--- src/design/mrialu_div_step.sv ---
// One registered quotient bit of a pipelined restoring divider.
module mrialu_div_step #(
  parameter int NW = 49
) (
  input  logic          clk,
  input  logic          adv,
  input  logic [32:0]   rem_i,
  input  logic [NW-1:0] nq_i,
  input  logic [32:0]   d_i,
  output logic [32:0]   rem_o,
  output logic [NW-1:0] nq_o,
  output logic [32:0]   d_o
);

  logic [33:0] t, diff;
  logic        ge;

  always_comb begin
    t    = {rem_i, nq_i[NW-1]};
    diff = t - {1'b0, d_i};
    ge   = (t >= {1'b0, d_i});
  end

  always_ff @(posedge clk) begin
    if (adv) begin
      rem_o <= ge ? diff[32:0] : t[32:0];
      nq_o  <= {nq_i[NW-2:0], ge};
      d_o   <= d_i;
    end
  end

endmodule

--- config.mk ---
export PLATFORM = sky130hd
export DESIGN_NAME = mrialu_div_step
export DESIGN_NICKNAME = d
export VERILOG_FILES = /design/src/design/mrialu_div_step.sv
export SDC_FILE = /design/constraint.sdc
export NUM_CORES = 1
export LEC_CHECK = 0
export BUFFER_PORTS_ARGS = -buffer_cell sky130_fd_sc_hd__buf_2
export CAP_MARGIN = 40
export CELL_PAD_IN_SITES_DETAIL_PLACEMENT = 1
export CELL_PAD_IN_SITES_GLOBAL_PLACEMENT = 1
export CORE_MARGIN = 2
export CORE_UTILIZATION = 40
export DETAILED_ROUTE_END_ITERATION = 16
export PLACE_DENSITY = 0.86
export SYNTH_ARGS = -nofsm -noshare
export SYNTH_HDL_FRONTEND = slang
export SYNTH_SLANG_ARGS = --single-unit
--- constraint.sdc ---
create_clock -name clk -period 5 [get_ports clk]
set_clock_uncertainty 0.05 [all_clocks]
set_input_delay 0.5 -clock clk [delete_from_list [all_inputs] [get_ports clk]]
set_output_delay 0.5 -clock clk [all_outputs]
set_load 0.05 [all_outputs]
==> summary.txt <==
Status
  • Status: complete, no violations

Floorplan
  • Die Wd: ~130 um
  • Core area: 0.01442 mm^2
  • Area of the die: about 0.016 mm^2
  • Rows: 44
  • IO Count: about 230
  • DIE HEIGHT: 125.0 um
  • Starting Density: around two fifths

Final layout
  • Ant. Diodes: 0
  • Final Util: roughly 54%
  • Fillers: approximately 1600
  • Area Overhead vs Synth: 33.75%
  • Leading cell type in the layout, fill and taps excluded: buf_2
  • Fin nets: 870
  • Most frequent cells in the layout: buf_2, edfxtp_1, nand2_1
  • Ratio of cells with drive above 1 in the final layout: about two fifths

Synth
  • Post-synth top area cell: edfxtp_1
  • Area share of and/or/nand/nor cells after synthesis: 8.351%
  • Synth Area in XOR/XNOR: between 4 and 5%
  • Ys async rst share: 0%
  • Synthesized area per cell: between 10 and 15 um^2
  • Synth Cell Area: a little under 0.006 mm^2
  • Synth Net Count: about 630
  • Yosys top cell area share: 58.95%
  • #FFs+latches synth: roughly 120
  • Top post-synthesis cells by area: edfxtp_1, ha_1, nand2_1, a21oi_1, inv_1
  • Synth Warn #: 0
  • Synth Area in Adders: between 7 and 8%
  • Primary FF master, synth: edfxtp_1
  • Largest family of logic cells by synthesized area: compound AO/OA/AOI/OAI gates
  • Synth cell types: 51
  • Post-Syn Instances: 481
  • Post-synth EDFFs: ~120
  • Mux contribution to synthesized area: less than 1%
  • Seq/Total Area, Yosys: between 50 and 60%
  • Post-synthesis compound-gate area fraction: around 16%

Timing
  • FMAX: approximately 300 MHz
  • Min Tclk post-route: about 3.4 ns
  • Setup tns final: 0 ns
  • Tcrit/Tclk final: roughly two thirds
  • Final Hold Vio Count: 0
  • Final setup viols: 0
  • Relative slew slack: 42.73%
  • Worst Tran Pin Value: between 0.8 and 0.9 ns
  • Max-slew violations: 0
  • Unrepaired setup endpoints after global routing: no

Worst setup path
  • Critical path peak fanout: 32
  • Crit end category: register
  • CP arrival: roughly 3.5 ns
  • CP cell instances: buf_2 -> inv_1 -> ha_1 -> inv_1 -> fa_1 -> a21o_1 -> a221o_2 -> a21oi_2 -> o41a_4 -> o31ai_4 -> a41oi_4 -> buf_4 -> o31ai_1
  • Worst setup SP type: primary input
  • Most frequent CP cell: inv_1
  • Critical path class: in -> reg
  • Slowest-stage cell, CP: a41oi_4
  • Critical Path Start: nq_i[48]
  • Worst path required time: a little over 5 ns
  • Crit path largest cell delay: about 0.46 ns

Run
  • Max-Cap Viols: 0

Global routing
  • First-pass GRT wire length: between 20 and 30 mm
  • Vias in the first global route: ~5100
  • Initial antenna violation count: 0
  • Largest net degree at the start of global routing: 66
  • Total GRT Usage: a little under a quarter
  • Grt ovf: 0

Min path
  • Hold Path Class: in -> reg
  • Hold EP: nq_o[36]$_DFFE_PP_
  • Worst Hold Path Cells: 1
  • Worst Hold Launch: nq_i[35]

Clock tree
  • H-tree levels: 4
  • Cts repair resizes: 0
  • Max Root-Sink Buffers: 2
  • CTS Sinks: around 120
  • CTS clock-pin slew for the worst setup and hold paths: ~0.060 ns
  • Root buffer cell: clkbuf_16
  • Post-CTS Setup Repair Bufs: 0
  • Post-cts hold buffer count: 0
  • CTS tree: built
  • Total CTS buffers: 17

Placement
  • Final HPWL DP: around 14 mm
  • PortBufs: between 200 and 250
  • Gpl congestion: around 0.83

Power
  • Lkg Pwr: roughly 3.5 nW
  • Peak supply drop: approximately 0.2 mV
  • Power Density: roughly 440 mW/mm^2

Route
  • Vias post-DR: 4759
  • Number of DRC markers in iteration 0: roughly 210
  • Vias per cell: slightly above 5
  • Drt wl/cell: ~19 um
  • DRC Markers: 0
  • DRT Pass-1 Iters: 4
  • Final wirelength: between 15 and 20 mm
  • ANT nets after route: 0
==> worst max path at each step <==
stage                          end  depth (start not counted)  slack (ns)
2_1_floorplan   rem_o[1]$_DFFE_PP_                         12        1.88
3_5_place_dp   rem_o[29]$_DFFE_PP_                         13        1.17
5_1_grt        rem_o[29]$_DFFE_PP_                         13        1.40
4_1_cts        rem_o[29]$_DFFE_PP_                         13        1.59
6_report       rem_o[29]$_DFFE_PP_                         13        1.63
3_3_place_gp   rem_o[29]$_DFFE_PP_                         13        1.22
==> cells by family (layout without fill, tap and decap cells) <==
family          Yosys count  in the layout
fa+ha+maj                34             34
simple gates            109            109
flops                   115            115
xor+xnor                 28             28
mux                       1              1
compound gates          136            136
buf+inv                  58            309
==> layer usage <==
metal  vias to the layer above  track usage [%]  part of all wire, %
met2                       162            40.92                   53
met4                         0            7.059                  1.8
met3                        28            6.076                  5.1
met1                      2309            25.96                   40
li1                       2260                -                    -
met5                         -                0                    0
==> critical path: cells and delay by family <==
| family | cells | cell delay (ns) |
|---|---|---|
| AOI/OAI and AO/OA | 7 | 1.72 |
| adders and majority gates | 2 | 0.55 |
| buffers and inverters | 4 | 0.67 |
==> sequential cells by signal, indices dropped and copies added, names as in the netlist <==
register / flops
nq_o: 49
d_o: 33
rem_o: 33
==> power by group <==
part / total (mW) / switching, mW / internal (mW)
Combinational: 0.856 / 0.627 / 0.229
Sequential: 1.21 / 0.0277 / 1.18
Clock: 1.36 / 0.470 / 0.892
Total: 3.43 / 1.12 / 2.30
==> Yosys cell counts (all sizes together) (4+ instances only) <==
cell type	number
a211oi	4
a21o	11
a21oi	35
and3	7
buf	7
clkbuf	8
edfxtp	115
ha	33
inv	43
nand2	58
nand2b	4
nand3	8
nor2	15
nor3	5
nor4	4
o21a	4
o21ai	45
o21bai	8
o31ai	6
xnor2	16
xor2	12
==> layout make-up <==
type	instances	area [um^2]	area share, %
Clock buffer	18	429.2	5.477
Timing Repair Buffer	234	1181	15.08
Sequential cell	115	3453	44.08
Clock inverter	14	227.7	2.906
Tap cell	184	230.2	2.938
Multi-Input combinational cell	308	2152	27.47
Inverter	43	161.4	2.060
==> metrics by stage <==
stage	hold WS, ns	std cells	setup slack (ns)	power, mW	area [um^2]
finish	0.2014	916	1.631	3.428	7835
global placement	0.6273	884	1.221	2.066	7178
floorplan	0.5489	481	1.882	1.844	5858
CTS	0.1893	916	1.587	3.456	7835
global route	0.1868	916	1.398	3.545	7835
detailed placement	0.6293	884	1.165	2.088	7178
No activity file was read; power rests on OpenSTA's default activity.
