## config.mk

```make
export PLATFORM = sky130hd
export DESIGN_NAME = mrialu_back
export DESIGN_NICKNAME = d
export VERILOG_FILES = /design/src/design/mrialu_pkg.sv /design/src/design/mrialu_back.sv
export SDC_FILE = /design/constraint.sdc
export NUM_CORES = 1
export LEC_CHECK = 0
export BUFFER_PORTS_ARGS = -buffer_cell sky130_fd_sc_hd__buf_2
export CAP_MARGIN = 5
export CORE_UTILIZATION = 48
export CTS_BUF_LIST = sky130_fd_sc_hd__clkbuf_4
export CTS_CLUSTER_DIAMETER = 30
export CTS_CLUSTER_SIZE = 24
export DETAILED_ROUTE_END_ITERATION = 10
export PLACE_DENSITY = 0.72
export REMOVE_ABC_BUFFERS = 1
export SYNTH_ARGS = -nofsm -noshare
export SYNTH_HDL_FRONTEND = slang
export SYNTH_SLANG_ARGS = --single-unit
```

## constraint.sdc

```tcl
create_clock -name clk -period 6 [get_ports clk]
set_input_delay 0.3 -clock clk [delete_from_list [all_inputs] [get_ports clk]]
set_output_delay 0.3 -clock clk [all_outputs]
set_load 0.02 [all_outputs]
```

## src/design/mrialu_pkg.sv

```systemverilog
// Shared types and operation codes for the midpoint-radius interval ALU.
package mrialu_pkg;

  localparam logic [2:0] ACT_ADD  = 3'd0;
  localparam logic [2:0] ACT_SUB  = 3'd1;
  localparam logic [2:0] ACT_MUL  = 3'd2;
  localparam logic [2:0] ACT_DIV  = 3'd3;
  localparam logic [2:0] ACT_SDIV = 3'd4;

  typedef struct packed {
    logic [2:0]         op;
    logic               fault;
    logic               bzero;
    logic               am_neg;
    logic               sgn_mid;
    logic               sgn_rgt;
    logic signed [32:0] sum_mid;
    logic signed [32:0] sum_rad;
    logic signed [63:0] pmm;
    logic signed [65:0] prad;
  } ctl_t;

endpackage

```

## src/design/mrialu_back.sv

```systemverilog
// Quotient signs, result selection and saturation into the output register.
module mrialu_back import mrialu_pkg::*; #(
  parameter int FRAC_BITS = 16,
  parameter int NW = 33 + FRAC_BITS
) (
  input  logic               clk,
  input  logic               rst_n,
  input  logic               adv,
  input  logic               b_valid,
  input  ctl_t               b_ctl,
  input  logic [NW-1:0]      b_qm,
  input  logic [NW-1:0]      b_qr,
  output logic               out_valid,
  output logic signed [31:0] out_res_mid,
  output logic signed [31:0] out_res_rad,
  output logic               out_divisor_fault,
  output logic               out_overflow
);

  typedef struct packed {
    logic [31:0] val;
    logic        ovf;
  } sat_t;

  function automatic sat_t sat32(input logic signed [67:0] v);
    sat_t s;
    s.ovf = 1'b1;
    if (v > 68'sd2147483647)       s.val = 32'h7fffffff;
    else if (v < -68'sd2147483648) s.val = 32'h80000000;
    else begin
      s.val = v[31:0];
      s.ovf = 1'b0;
    end
    return s;
  endfunction

  function automatic logic signed [NW:0] c1_sgn(input logic neg, input logic [NW-1:0] q);
    logic signed [NW:0] w;
    w = $signed({1'b0, q});
    return neg ? -w : w;
  endfunction

  logic               v1_r, ov_r;
  ctl_t               c1_r;
  logic signed [NW:0] qm_r, qr_r;
  logic [31:0]        mid_r, rad_r;
  logic               flt_r, ovf_r;

  logic signed [NW+1:0] qd;
  sat_t                 sm, sr;
  logic [31:0]          mid_nxt, rad_nxt;
  logic                 flt_nxt, ovf_nxt;

  always_comb begin
    qd      = (NW+2)'(qr_r) - (NW+2)'(qm_r);
    sm      = '0;
    sr      = '0;
    mid_nxt = '0;
    rad_nxt = '0;
    flt_nxt = 1'b0;
    ovf_nxt = 1'b0;
    unique case (c1_r.op)
      ACT_ADD, ACT_SUB: begin
        sm = sat32(68'(c1_r.sum_mid));
        sr = sat32(68'(c1_r.sum_rad));
        mid_nxt = sm.val;
        rad_nxt = sr.val;
        ovf_nxt = sm.ovf | sr.ovf;
      end
      ACT_MUL: begin
        sm = sat32(68'(c1_r.pmm >>> FRAC_BITS));
        sr = sat32(68'(c1_r.prad >>> FRAC_BITS));
        mid_nxt = sm.val;
        rad_nxt = sr.val;
        ovf_nxt = sm.ovf | sr.ovf;
      end
      ACT_DIV, ACT_SDIV: begin
        sm = sat32(68'(qm_r));
        sr = sat32(68'(qd));
        if (c1_r.fault) begin
          flt_nxt = 1'b1;
        end else if (c1_r.bzero) begin
          mid_nxt = c1_r.am_neg ? 32'h80000000 : 32'h7fffffff;
          ovf_nxt = 1'b1;
        end else begin
          mid_nxt = sm.val;
          rad_nxt = sr.val;
          ovf_nxt = sm.ovf | sr.ovf;
        end
      end
      default: ;
    endcase
  end

  always_ff @(posedge clk) begin
    if (!rst_n) begin
      v1_r <= 1'b0;
      ov_r <= 1'b0;
    end else if (adv) begin
      v1_r <= b_valid;
      ov_r <= v1_r;
    end
  end

  always_ff @(posedge clk) begin
    if (adv) begin
      c1_r  <= b_ctl;
      qm_r  <= c1_sgn(b_ctl.sgn_mid, b_qm);
      qr_r  <= c1_sgn(b_ctl.sgn_rgt, b_qr);
      mid_r <= mid_nxt;
      rad_r <= rad_nxt;
      flt_r <= flt_nxt;
      ovf_r <= ovf_nxt;
    end
  end

  assign out_valid         = ov_r;
  assign out_res_mid       = mid_r;
  assign out_res_rad       = rad_r;
  assign out_divisor_fault = flt_r;
  assign out_overflow      = ovf_r;

endmodule

```

==> flow_summary.ini, run 1 <==
[worst_hold_path]
hold_depth = 1
hold_start = adv
worstHoldEndpoint = c1_r[163]
hold_class = in2reg

[sta]
setup_ws_ns = 1.18
final_hold_viol_count = 0
period_share_pct = 80.4
max_slew.worst_pin.slew_ns = 1.28
skew_ns = 0.0730
fmax_mhz = 207
period_minus_slack_ns = 4.82
slew_headroom_pct = 14.4
fin_tns_setup_ns = 0
finalSetupViolCount = 0
rsz0062_at_grt = no
final_max_slew_viol_count = 0

[finish]
layout-drive-gt1-share_pct = 22.1
syn_to_final_growth_pct = 36.1
layout_common_cells = buf_2 (339), edfxtp_1 (336), dlygate4sd3_1 (324)
final_common_cell = buf_2
fillers = 2641
final_design_area_no_fill_sq_um = 24600
nNetsFinal = 2624

[worst_setup_path]
r2r_end = out_res_rad[5]
worst_setup_path_start_kind = flip-flop
rr_worst_depth = 13
path_cells = inv_1 > ha_1 > nand4_1 > o221ai_1 > a221oi_1 > o221ai_1 > a211oi_1 > xnor2_1 > a2111o_1 > or4_1 > o21ai_2 > buf_4 > o2111ai_1
critPathTopFamily = compound AO/OA/AOI/OAI gates
crit_slowest_cell = a211oi_1
cp-end-kind = flip-flop
critPathRequiredTime_ns = 6.45
cp.depth = 13
crit_buf_inv = 2
rrSetupSlack_ns = 1.18
cpMostUsedCell = o221ai_1
cp_max_fo = 31
worstSetupStartpoint = qm_r[9]
max_stage_delay_ns = 0.76
path_class = reg2reg
r2r_start = qm_r[9]
cp.arrival_ns = 5.28

[routing]
wire_per_inst_um = 21.8
drt_pass1_iterations = 6
drtIter0Drc = 1427
routed_wl_mm = 60.8
routed_via_density = 6.05
vias = 16900
drc = 0
ant_nets = 0

[cts]
cts_setup_buffers = 0
cts_resized = 0
clk_path_buf_depth = 3
ctsHoldBuffers = 324
htree_levels = 3
cts_tree = built
cts_root_buffer = clkbuf_4
cts_sinks = 338
clock_latency_ns = 0.80
cts_made_buffers = 72
clkTransAtPathRegs_ns = 0.10

[yosys]
synth-edff-count = 336
avgSynthCellArea_sq_um = 11.3
synth_cell_types = 71
synthFlopType = edfxtp_1
async_flop_share_pct = 0
syn-cell-area_sq_um = 18000
ys_seq_area_share_pct = 56.2
yosysTopAreaCellShare_pct = 55.9
synthTopCellsByArea = edfxtp_1 (56%), xnor2_1 (5.1%), o21ai_0 (5.0%)
netlist_instances = 1602
synth-warning-count = 0
ys_seq_elements = 338
synth_top_area_cell = edfxtp_1

[grt]
track_usage_pct = 31.2
grt_pass1_vias = 16900
grt_max_degree = 127
grt-ovfl-total = 0
grt_pass1_wl_mm = 92.7
antenna_found_initial = 7

[run_status]
outcome = completed

[power]
p_leak_nw = 9.39
power_density_nw_per_um2 = 278
vdd_drop_max_mv = 0.267

[place]
gp_congestion = 0.980
dpl_cell_area_sq_um = 20200
post-place-ws_ns = 1.31
dp_hpwl_mm = 38.8
port_buffers = 340

[floorplanning]
start_util_pct = 49.0
pin_count = 373
rows = 70
die_w_um = 196
fp.dieArea_sq_um = 38400
die_y_um = 196
core_area_sq_um = 36800

[job]
drv_cap = 0
==> cell type report <==
cell class | instances | area (sq um) | share of cell area, %
timing repair buffer | 681 | 5090 | 20.8
antenna | 7 | 17.5 | 0.0713
sequential | 338 | 10100 | 41.3
clock inverter | 44 | 484 | 1.97
clock buffer | 82 | 616 | 2.51
inverter | 66 | 248 | 1.01
multi-input combinational | 1106 | 7380 | 30.0
tap | 468 | 586 | 2.38
==> state kept, by name, indices dropped and copies added, names as in the netlist, 32 cells and up <==
name         count
qr_r            50
qm_r            50
c1_r           170
out_res_mid     32
out_res_rad     32
==> cells in the mapped netlist (3+ instances only) <==
master       n
nor3_1      22
nand3_1     20
a211oi_1    19
o221ai_1    35
o31a_1       4
or2_2        6
o41ai_2      3
a21oi_1    140
clkbuf_1    91
xnor2_1    105
mux2i_1      7
a311oi_1     3
o21a_1       7
o311ai_0     3
nor4_1      19
or3_4        4
ha_1        52
or3_1       19
xor2_1      26
o31ai_1     30
a221oi_1     4
o21ai_0    181
and2_1       6
edfxtp_1   336
and4_1       9
o21bai_1     4
o41ai_1     13
inv_1       66
nand4_1     45
a31oi_1      7
nor2_1      66
or4_4        5
nor2b_1     12
or4_1       24
o211ai_1     9
nand3b_1     3
nand2_1    108
a21o_1      13
o2111ai_1   32
==> report_power, final <==
group	leakage (nW)	switching (W)	internal, W
registers	3.34	0.0000977	0.00286
clock network	0.603	0.00103	0.00108
logic	5.44	0.00107	0.000688
total	9.39	0.00220	0.00463
==> routing by layer <==
layer | routed length, um | up-vias | GRT usage [%]
met1 | 24400 | 8063 | 40.0
met4 | 2150 | 4 | 13.6
met2 | 28900 | 1052 | 51.3
met3 | 5320 | 183 | 6.62
li1 | - | 7602 | -
met5 | 20 | - | 0
==> per-stage QoR <==
| step | power (W) | hold slack [ns] | cells | utilization [%] |
|---|---|---|---|---|
| 5_1_grt | 0.00709 | 0.0751 | 2792 | 66.7 |
| 3_5_place_dp | 0.00449 | 0.478 | 2335 | 54.9 |
| 6_report | 0.00683 | 0.0715 | 2792 | 66.7 |
| 4_1_cts | 0.00675 | 0.0232 | 2785 | 66.7 |
| 2_1_floorplan | 0.00389 | 0.399 | 1510 | - |
| 3_3_place_gp | 0.00447 | 0.477 | 2335 | 54.9 |
==> cell families (layout without fill, tap and decap cells) <==
logic type / count (synthesis) / after routing / synth area share [%]
multiplexers: 8 / 8 / 0.451
XOR/XNOR: 131 / 131 / 6.36
other: 0 / 7 / 0
AO/OA/AOI/OAI: 533 / 533 / 18.7
buffers and inverters: 158 / 873 / 3.29
AND/OR/NAND/NOR: 381 / 381 / 11.3
adder cells (fa/ha/maj): 53 / 53 / 3.72
flip-flops: 338 / 338 / 56.2
==> how the worst max path moves through the flow <==
stage	slack [ns]	to
floorplan	0.67	out_res_rad[10]
global placement	1.35	out_res_rad[11]
detailed placement	1.31	out_res_rad[10]
CTS	1.23	out_res_rad[10]
global route	0.86	out_res_rad[21]
finish	1.18	out_res_rad[5]
Power figures use the tool's default switching activity.
==> inputs of run 2 (changes only) <==
- clock period: 6 -> 4.6 ns (I/O delays scaled with it)
==> flow_summary.ini, run 2 (synthesis results as in run 1) <==
[run_status]
outcome = completed

[worst_setup_path]
rr_worst_depth = 13
worst_setup_path_start_kind = input pin
worstSetupStartpoint = b_qr[5]
path_class = in2reg
r2r_start = qm_r[14]
cp-end-kind = flip-flop
cp.arrival_ns = 5.11
cp_max_fo = 6
critPathRequiredTime_ns = 5.14
rrSetupSlack_ns = 0.24
r2r_end = out_overflow

[routing]
drc = 0
routed_wl_mm = 61.9
drtIter0Drc = 1414
ant_nets = 0
wire_per_inst_um = 21.8
drt_pass1_iterations = 8
routed_via_density = 6.03
vias = 17100

[grt]
grt_pass1_vias = 17100
grt-ovfl-total = 0
grt_max_degree = 125
antenna_found_initial = 6
track_usage_pct = 32.0
grt_pass1_wl_mm = 94.6

[cts]
cts_made_buffers = 78
clkTransAtPathRegs_ns = 0.09
cts_sinks = 338
clk_path_buf_depth = 3
cts_tree = built
cts_root_buffer = clkbuf_4
clock_latency_ns = 0.82
htree_levels = 3

[sta]
period_minus_slack_ns = 4.57
period_share_pct = 99.3
finalSetupViolCount = 0
whs_ns = 0.114
max_slew.worst_pin.slew_ns = 1.24
final_max_slew_viol_count = 0
fmax_mhz = 219
fin_tns_setup_ns = 0
slew_headroom_pct = 16.6
final_hold_viol_count = 0
skew_ns = 0.0677

[place]
dp_hpwl_mm = 39.0
gp_congestion = 0.985
port_buffers = 340

[finish]
syn_to_final_growth_pct = 38.6
fillers = 2556
final_core_util_pct = 68.0
top_regs = c1_r (170), qm_r (50), qr_r (50)
final_common_cell = buf_2
nNetsFinal = 2657
largest_reg_flops = 170
layout_common_cells = buf_2 (339), edfxtp_1 (336), dlygate4sd3_1 (333)
layout-drive-gt1-share_pct = 23.5
top_register = c1_r

[job]
drv_cap = 0

[power]
vdd_drop_max_mv = 0.315
power_density_nw_per_um2 = 368
p_leak_nw = 9.62
power_w = 0.00920

[floorplanning]
core_area_sq_um = 36800
die_w_um = 196
pin_count = 373
die_y_um = 196
rows = 70
fp.dieArea_sq_um = 38400
start_util_pct = 49.0

[worst_hold_path]
hold_start = b_ctl[101]
hold_class = in2reg
hold_depth = 2
worstHoldEndpoint = c1_r[101]
==> run 2: cell count changes in the layout (fill, tap and decap cells not counted), sizes merged, moves of 2 or more <==
cell         before  now
buf             357  375
diode             7    9
clkinv           25   28
clkinvlp          7    5
inv              69   72
dlygate4sd3     324  333
clkbuf           82   92
==> run 2: timing repair <==
action / CTS / global route
buffers inserted: 0 / 2
resized for setup: 0 / 14
endpoints found under the setup margin: 0 / 35
endpoints found under the hold margin: 284 / 0
hold buffers: 334 / 0
==> run 2: final cells by class <==
cell class	instances	area [sq um]	share of cell area (%)
sequential	338	10100	40.5
multi-input combinational	1106	7440	29.8
tap	468	586	2.34
timing repair buffer	708	5350	21.4
inverter	66	248	0.991
clock buffer	92	691	2.76
antenna	9	22.5	0.0901
clock inverter	49	534	2.14
==> run 2: worst max-delay path: stages <==
cell and delay, ns:
dlygate4sd3_1 0.54, buf_2 0.14, or4_4 0.55, or3_4 0.38, nor4_4 0.30, nor4b_4 0.29
nand2_2 0.17, or4_4 0.55, or4_4 0.53, or4_4 0.55, o31a_1 0.31, dlygate4sd3_1 0.56
==> run 2: how the worst max path moves through the flow <==
stage | depth (start not counted) | to
after floorplan | 12 | out_res_rad[10]
after global routing | 13 | out_overflow
after global placement | 13 | out_overflow
after detailed placement | 13 | out_overflow
final | 12 | qr_r[49]
after CTS | 13 | qr_r[47]
==> run 2: through the flow <==
stage,instances,cell area [sq um],worst slack [ns]
CTS,2826,24900,0.0410
global placement,2351,20300,0.283
finish,2836,25000,0.0302
detailed placement,2351,20300,0.226
floorplan,1510,17700,-0.725
global route,2835,25000,-0.0281
==> run 2: power breakdown <==
| group | internal [W] | switching (W) | total [W] |
|---|---|---|---|
| sequential | 0.00373 | 0.000130 | 0.00386 |
| combinational | 0.000938 | 0.00142 | 0.00236 |
| clock | 0.00158 | 0.00140 | 0.00298 |
==> run 2: layer usage <==
metal | vias up | wire, um | global-route usage [%]
met5 | - | 0 | 0
met4 | 0 | 2490 | 14.3
met3 | 189 | 5910 | 7.43
met2 | 1100 | 29200 | 52.2
met1 | 8114 | 24300 | 40.7
li1 | 7693 | - | -
